--- config.mk ---
export PLATFORM = sky130hd
export DESIGN_NAME = rtks_ctrl
export DESIGN_NICKNAME = d
export VERILOG_FILES = /design/src/hw/rtl/rtks_pkg.sv /design/src/hw/rtl/rtks_ctrl.sv
export SDC_FILE = /design/constraint.sdc
export NUM_CORES = 1
export LEC_CHECK = 0
export BUFFER_PORTS_ARGS = -buffer_cell sky130_fd_sc_hd__clkbuf_2
export CAP_MARGIN = 15
export CORE_AREA = 2 2 39 41
export CTS_CLUSTER_DIAMETER = 60
export DETAILED_ROUTE_END_ITERATION = 7
export DIE_AREA = 0 0 41 43
export SLEW_MARGIN = 20
export SYNTH_ARGS = -nofsm -noshare
export SYNTH_HDL_FRONTEND = slang
export SYNTH_SLANG_ARGS = --single-unit
--- constraint.sdc ---
create_clock -name i_clk -period 1.5 [get_ports i_clk]
set_clock_uncertainty 0.05 [all_clocks]
set_input_delay 0.075 -clock i_clk [delete_from_list [all_inputs] [get_ports i_clk]]
set_output_delay 0.075 -clock i_clk [all_outputs]
set_load 0.02 [all_outputs]
--- src/hw/rtl/rtks_pkg.sv ---
// shared types and codes for the radix-4 trie key store
package rtks_pkg;

    typedef enum logic [2:0] {
        S_INIT,
        S_IDLE,
        S_CHECK,
        S_READ,
        S_EXAM,
        S_NEWN,
        S_VREAD,
        S_DONE
    } t_state;

    typedef enum logic [1:0] {
        ST_OK        = 2'd0,
        ST_NOT_FOUND = 2'd1,
        ST_FULL      = 2'd2
    } t_status;

    typedef enum logic [2:0] {
        LW_NONE,
        LW_ROOT,
        LW_NEW,
        LW_LINK,
        LW_MARK
    } t_lwr;

    localparam logic OP_INSERT = 1'b0;
    localparam logic OP_LOOKUP = 1'b1;

    typedef struct packed {
        logic    load_in;
        logic    ra_child;
        logic    step;
        logic    alloc;
        t_lwr    lwr;
        logic    vwe;
        logic    res_en;
        t_status res_status;
        logic    res_use_val;
        logic    out_load;
    } t_cmd;

    typedef struct packed {
        logic lookup;
        logic full;
        logic key_zero;
        logic child_zero;
        logic has_value;
        logic out_free;
    } t_sts;

endpackage

--- src/hw/rtl/rtks_ctrl.sv ---
// controller state machine for the trie walk
module rtks_ctrl (
    input  logic          i_clk,
    input  logic          i_rst_n,
    input  logic          i_in_valid,
    output logic          o_in_ready,
    input  rtks_pkg::t_sts i_sts,
    output rtks_pkg::t_cmd o_cmd
);
    import rtks_pkg::*;

    t_state r_state;
    t_state n_state;

    always_ff @(posedge i_clk) begin
        if (!i_rst_n) begin
            r_state <= S_INIT;
        end else begin
            r_state <= n_state;
        end
    end

    always_comb begin
        n_state    = r_state;
        o_in_ready = 1'b0;
        o_cmd      = '0;
        o_cmd.lwr  = LW_NONE;
        o_cmd.res_status = ST_OK;
        case (r_state)
            S_INIT: begin
                o_cmd.lwr = LW_ROOT;
                n_state   = S_IDLE;
            end
            S_IDLE: begin
                o_in_ready = 1'b1;
                if (i_in_valid) begin
                    o_cmd.load_in = 1'b1;
                    n_state       = S_CHECK;
                end
            end
            S_CHECK: begin
                if (!i_sts.lookup && i_sts.full) begin
                    o_cmd.res_en     = 1'b1;
                    o_cmd.res_status = ST_FULL;
                    n_state          = S_DONE;
                end else begin
                    n_state = S_READ;
                end
            end
            S_READ: begin
                n_state = S_EXAM;
            end
            S_EXAM: begin
                if (i_sts.key_zero) begin
                    if (!i_sts.lookup) begin
                        o_cmd.lwr    = LW_MARK;
                        o_cmd.vwe    = 1'b1;
                        o_cmd.res_en = 1'b1;
                        n_state      = S_DONE;
                    end else if (i_sts.has_value) begin
                        n_state = S_VREAD;
                    end else begin
                        o_cmd.res_en     = 1'b1;
                        o_cmd.res_status = ST_NOT_FOUND;
                        n_state          = S_DONE;
                    end
                end else if (!i_sts.child_zero) begin
                    o_cmd.ra_child = 1'b1;
                    o_cmd.step     = 1'b1;
                end else if (i_sts.lookup) begin
                    o_cmd.res_en     = 1'b1;
                    o_cmd.res_status = ST_NOT_FOUND;
                    n_state          = S_DONE;
                end else begin
                    o_cmd.lwr   = LW_LINK;
                    o_cmd.alloc = 1'b1;
                    n_state     = S_NEWN;
                end
            end
            S_NEWN: begin
                o_cmd.lwr = LW_NEW;
                n_state   = S_READ;
            end
            S_VREAD: begin
                o_cmd.res_en      = 1'b1;
                o_cmd.res_use_val = 1'b1;
                n_state           = S_DONE;
            end
            S_DONE: begin
                if (i_sts.out_free) begin
                    o_cmd.out_load = 1'b1;
                    n_state        = S_IDLE;
                end
            end
            default: begin
                n_state = S_INIT;
            end
        endcase
    end

endmodule

==> results.py, run 1 <==
metrics = {
    "global_route": {
        "track_usage": 0.113,
        "overflow": 0,
        "grt_pass1_vias": 368,
        "grt_antenna_before_repair": 0,
        "grt_pass1_wl_um": 1360,
        "grt_max_degree": 12,
    },
    "sta": {
        "timing.final.crit_share": 0.940,
        "slew_violations": 0,
        "max_freq_mhz": 709,
        "timing.slew.headroom": 0.836,
        "worstMarginPinSlew_ns": 0.245,
        "period_needed_ns": 1.41,
        "setup_tns_ns": 0,
        "fin_hold_ws_ns": 0.0346,
        "rsz0062_at_grt": "no",
        "setup_violations": 0,
        "final-hold-violation-count": 0,
    },
    "die": {
        "start_util": 0.269,
        "dieArea_um2": 1760,
        "core_area_um2": 1380,
        "die_h_um": 43,
        "die_w_um": 41,
        "pin_count": 23,
        "fp-row-count": 14,
    },
    "finish": {
        "multiInputGateArea_um2": 255,
        "final_nets": 80,
        "fill_cells": 163,
        "n_antenna_cell": 0,
        "reg_top3": "r_state (3)",
        "final_common_cell": "clkbuf_2",
        "syn2layout_area_growth_pct": 31.0,
        "regArea_um2": 63.8,
        "drive_above_1_share": 0.529,
        "largest_reg_flops": 3,
        "layout_common_cells": "clkbuf_2, nor2_1, nand2_1",
        "fin_area_um2": 487,
        "largest_register": "r_state",
    },
    "synthesis": {
        "async_flop_share": 0,
        "ys.flop_type": "dfxtp_1",
        "synth_area_um2": 372,
        "ys_warn_count": 0,
        "syn_nets": 59,
        "ys_ff_latch": 3,
        "synth_edf_count": 0,
        "ys_seq_area_frac": 0.162,
        "synth_area_per_cell_um2": 7.43,
        "synth_cell_type_count": 26,
        "synthCells": 50,
    },
    "pwr": {
        "p_per_area_nw_per_um2": 728,
        "ir_drop_uv": 298,
        "leakage_nw": 0.220,
        "power.total_uw": 354,
    },
    "critical_path": {
        "end_kind": "primary output",
        "crit_path_top_delay_cell": "dfxtp_2",
        "cp_max_fo": 10,
        "cp_top_family": "simple AND/OR/NAND/NOR gates",
        "crit_required_ns": 1.37,
        "cp.arrival_ns": 1.29,
        "path_class": "flip-flop to primary output",
        "cpPeakStageDelay_ns": 0.37,
        "cp_num_buf_inv": 1,
        "critPathLaunchType": "flip-flop",
        "crit_chain": "nor2_4 > nand2_2 > nor3b_1 > clkbuf_2",
    },
    "outcome": {
        "status": "finished, final reports clean",
    },
    "routing": {
        "routed_wl_um": 877,
        "viasPerCell": 4.77,
        "vias": 410,
        "wl_per_cell_um": 10.2,
        "drc": 0,
        "drtPass1Iterations": 3,
        "drt.antenna.violating_nets": 0,
        "drt_iter0_drc": 2,
    },
    "cts": {
        "cts_max_level": 1,
        "cts_buffers": 3,
        "cts.path.max_buffers": 2,
        "path_clk_slew_ns": 0.04,
        "post_cts_buffers": 0,
        "clk_latency_ns": 0.23,
        "cts_sinks": 3,
        "clock-root-buffer": "clkbuf_4",
        "hold_buffers": 0,
        "cts_tree": "done",
    },
    "placed_design": {
        "dpl-instance-area_um2": 452,
        "routabilityCongestion": 0.742,
        "hpwl_um": 691,
        "port_buffers": 22,
    },
    "run": {
        "drv_cap": 0,
    },
    "hold_path": {
        "min_path_type": "input pin to flip-flop",
    },
}
## layer usage
metal / GRT usage / vias up / share of wire
li1: - / 216 / -
met2: 0.181 / 8 / 0.50
met4: 0.0600 / 0 / 0.011
met5: 0 / - / 0
met3: 0.0314 / 2 / 0.036
met1: 0.128 / 184 / 0.45
## synthesized netlist by cell type (2+ instances only)
master,instances,share of area
nand2_1,6,0.061
nor2_1,6,0.061
buf_4,4,0.081
nor3_1,4,0.054
dfxtp_1,3,0.16
inv_1,3,0.030
nor3b_1,3,0.061
a21oi_1,2,0.027
nand2_2,2,0.034
## area by class of cell
| class | instances | area share |
|---|---|---|
| Multi-Input combinational cell | 38 | 0.524 |
| Timing Repair Buffer | 22 | 0.226 |
| Sequential cell | 3 | 0.131 |
| Clock buffer | 4 | 0.0540 |
| Tap cell | 16 | 0.0411 |
| Inverter | 3 | 0.0231 |
## per-stage QoR
| step | utilization | setup slack, ns | cells |
|---|---|---|---|
| global placement | 0.326 | 0.286 | 82 |
| finish | 0.352 | 0.0894 | 86 |
| floorplan | - | 0.151 | 50 |
| global route | 0.352 | 0.0167 | 86 |
| CTS | 0.346 | 0.0246 | 86 |
| detailed placement | 0.326 | 0.259 | 82 |
## power by group
group	switching, mW	internal [mW]	leakage, nW
Combinational	0.0607	0.0445	0.180
Sequential	0.0180	0.0878	0.0257
Clock	0.0436	0.0998	0.0150
Total	0.122	0.232	0.220
## logic make-up (layout without fill, tap and decap cells)
kind of cell,Yosys count,count (layout),synth area share
compound gates,12,12,0.283
simple gates,26,26,0.377
buf+inv,9,29,0.178
flops,3,3,0.162
## worst paths after layout
kind / start / end / slack, ns / cells after the start
max reg2reg: r_state[0] / r_state[0] / 0.45 / 3
min: i_rst_n / r_state[0] / 0.03 / 2
min reg2reg: r_state[1] / r_state[2] / 0.52 / 2
max: r_state[0] / o_cmd[5] / 0.09 / 4
## what timing repair did
item	CTS	global route
cloned	0	0
resized for setup	1	3
setup endpoints to repair	1	8
(Power assumes the default switching activity.)
==> run 2: changes to the inputs <==
--- a/config.mk
+++ b/config.mk
@@ -12,5 +12,4 @@
 export DETAILED_ROUTE_END_ITERATION = 7
 export DIE_AREA = 0 0 41 43
-export SLEW_MARGIN = 20
 export SYNTH_ARGS = -nofsm -noshare
 export SYNTH_HDL_FRONTEND = slang
==> constraint.sdc (replaced) <==
create_clock -name i_clk -period 1.5 [get_ports i_clk]
set_clock_uncertainty 0.05 [all_clocks]
set_input_delay 0.15 -clock i_clk [delete_from_list [all_inputs] [get_ports i_clk]]
set_output_delay 0.15 -clock i_clk [all_outputs]
set_load 0.02 [all_outputs]
==> run 2 against run 1 <==
Compared with the run above:
- register-to-register slack gained 0.02 ns
- maximum frequency shrank 2.4%
- first-iteration DRC count is the same
- clock power is essentially flat
- via count shrank 0.24%
- sequential share of layout area grew 0.88 points
- design area grew 1.0%
- sequential power is essentially flat
- largest cell class unchanged
- cell count is the same
- die area is the same
- routed wire length shrank 0.91%
==> results.py, run 2 (synthesis gave the netlist of run 1 again) <==
metrics = {
    "pwr": {
        "p_per_area_nw_per_um2": 714,
        "leakage_nw": 0.225,
        "ir_drop_uv": 295,
    },
    "sta": {
        "period_needed_ns": 1.45,
        "timing.slew.headroom": 0.836,
        "rsz0062_at_grt": "yes",
        "setup_violations": 0,
        "final-hold-violation-count": 0,
        "worstMarginPinSlew_ns": 0.245,
        "setup_tns_ns": 0,
        "max_freq_mhz": 692,
        "slew_violations": 0,
        "timing.final.crit_share": 0.964,
        "fin_ws_ns": 0.0544,
    },
    "cts": {
        "post_cts_buffers": 0,
        "clk_latency_ns": 0.23,
        "cts_buffers": 3,
        "path_clk_slew_ns": 0.04,
        "cts_max_level": 1,
        "hold_buffers": 0,
        "cts.path.max_buffers": 2,
        "cts_tree": "done",
        "cts_sinks": 3,
        "clock-root-buffer": "clkbuf_4",
    },
    "finish": {
        "layout_common_cells": "clkbuf_2, nor2_1, nand2_1, buf_2",
        "reg_top3": "r_state (3)",
        "syn2layout_area_growth_pct": 32.3,
        "final_nets": 80,
        "fin_area_um2": 492,
        "largest_register": "r_state",
        "drive_above_1_share": 0.529,
        "final_common_cell": "clkbuf_2",
        "largest_reg_flops": 3,
        "n_antenna_cell": 0,
        "instances_no_fill": 86,
    },
    "placed_design": {
        "place_ws_ns": 0.184,
        "port_buffers": 22,
        "hpwl_um": 691,
        "routabilityCongestion": 0.742,
        "dp.cells": 82,
        "dpl-instance-area_um2": 452,
    },
    "critical_path": {
        "timing.rr.start": "r_state[1]",
        "cp_max_fo": 11,
        "cp.arrival_ns": 1.25,
        "cpPeakStageDelay_ns": 0.37,
        "cp_num_buf_inv": 1,
        "crit_required_ns": 1.30,
        "critPathLaunchType": "flip-flop",
        "crit_path_top_delay_cell": "dfxtp_4",
        "end_kind": "primary output",
        "cp_top_family": "simple AND/OR/NAND/NOR gates",
        "crit_chain": "nor2_4 > nand2_2 > nor3b_1 > buf_2",
        "startpoint": "r_state[1]",
        "path_class": "flip-flop to primary output",
    },
    "die": {
        "die_h_um": 43,
        "pin_count": 23,
        "start_util": 0.269,
        "fp-row-count": 14,
        "dieArea_um2": 1760,
        "core_area_um2": 1380,
        "die_w_um": 41,
    },
    "run": {
        "drv_cap": 0,
    },
    "routing": {
        "vias": 409,
        "viasPerCell": 4.76,
        "drtPass1Iterations": 3,
        "drt_iter0_drc": 2,
        "drc": 0,
        "routed_wl_um": 869,
        "wl_per_cell_um": 10.1,
        "drt.antenna.violating_nets": 0,
    },
    "hold_path": {
        "min_path_type": "input pin to flip-flop",
        "min_from": "i_rst_n",
    },
    "global_route": {
        "track_usage": 0.113,
        "grt_pass1_wl_um": 1360,
        "grt_antenna_before_repair": 0,
        "grt_max_degree": 12,
        "grt_pass1_vias": 368,
        "overflow": 0,
    },
    "outcome": {
        "status": "finished, final reports clean",
    },
}
## run 2: changes by cell type in the layout (fill, tap and decap cells not counted), sizes merged
| cell | change |
|---|---|
| buf | +4 |
| clkbuf | -4 |
## run 2: through the flow
step / util / hold slack [ns] / power (mW)
after floorplan: - / 0.242 / 0.187
after global placement: 0.326 / 0.369 / 0.209
after detailed placement: 0.326 / 0.372 / 0.210
after CTS: 0.348 / 0.109 / 0.361
after global routing: 0.355 / 0.122 / 0.385
final: 0.355 / 0.113 / 0.351
## run 2: worst paths after layout
| check | slack [ns] | cells past startpoint | to |
|---|---|---|---|
| setup / recovery | 0.05 | 4 | o_cmd[5] |
| hold / removal | 0.11 | 2 | r_state[0] |
| setup reg to reg | 0.47 | 3 | r_state[0] |
| hold reg to reg | 0.48 | 1 | r_state[2] |
## run 2: repair_timing
item / in CTS / in global routing
pin swaps: 0 / 1
setup endpoints to repair: 6 / 5
resized for setup: 3 / 7
## run 2: where the power goes
part | internal (mW) | leakage, nW | switching [mW]
clock network | 0.0997 | 0.0150 | 0.0418
registers | 0.0870 | 0.0264 | 0.0180
logic | 0.0443 | 0.184 | 0.0605
## run 2: routing by layer
metal	global-route usage	wire (µm)	vias up
li1	-	-	216
met4	0.0600	10	0
met1	0.128	392	183
met5	0	0	-
met3	0.0314	32	2
met2	0.181	433	8
## run 2: cell type report
| cell class | count | area (µm²) |
|---|---|---|
| fillers | 162 | 892 |
| multi-input cells | 38 | 255 |
| repair buffers | 22 | 110 |
| flip-flops and latches | 3 | 68.8 |
| clock buffers | 4 | 26.3 |
| well taps | 16 | 20.0 |
| inverters | 3 | 11.3 |
## run 2: worst register-to-register path: cells and delay by family (launching register included)
kind	cells	cell delay, ns
compound gates	1	0.23
simple gates	2	0.26
flops	1	0.37
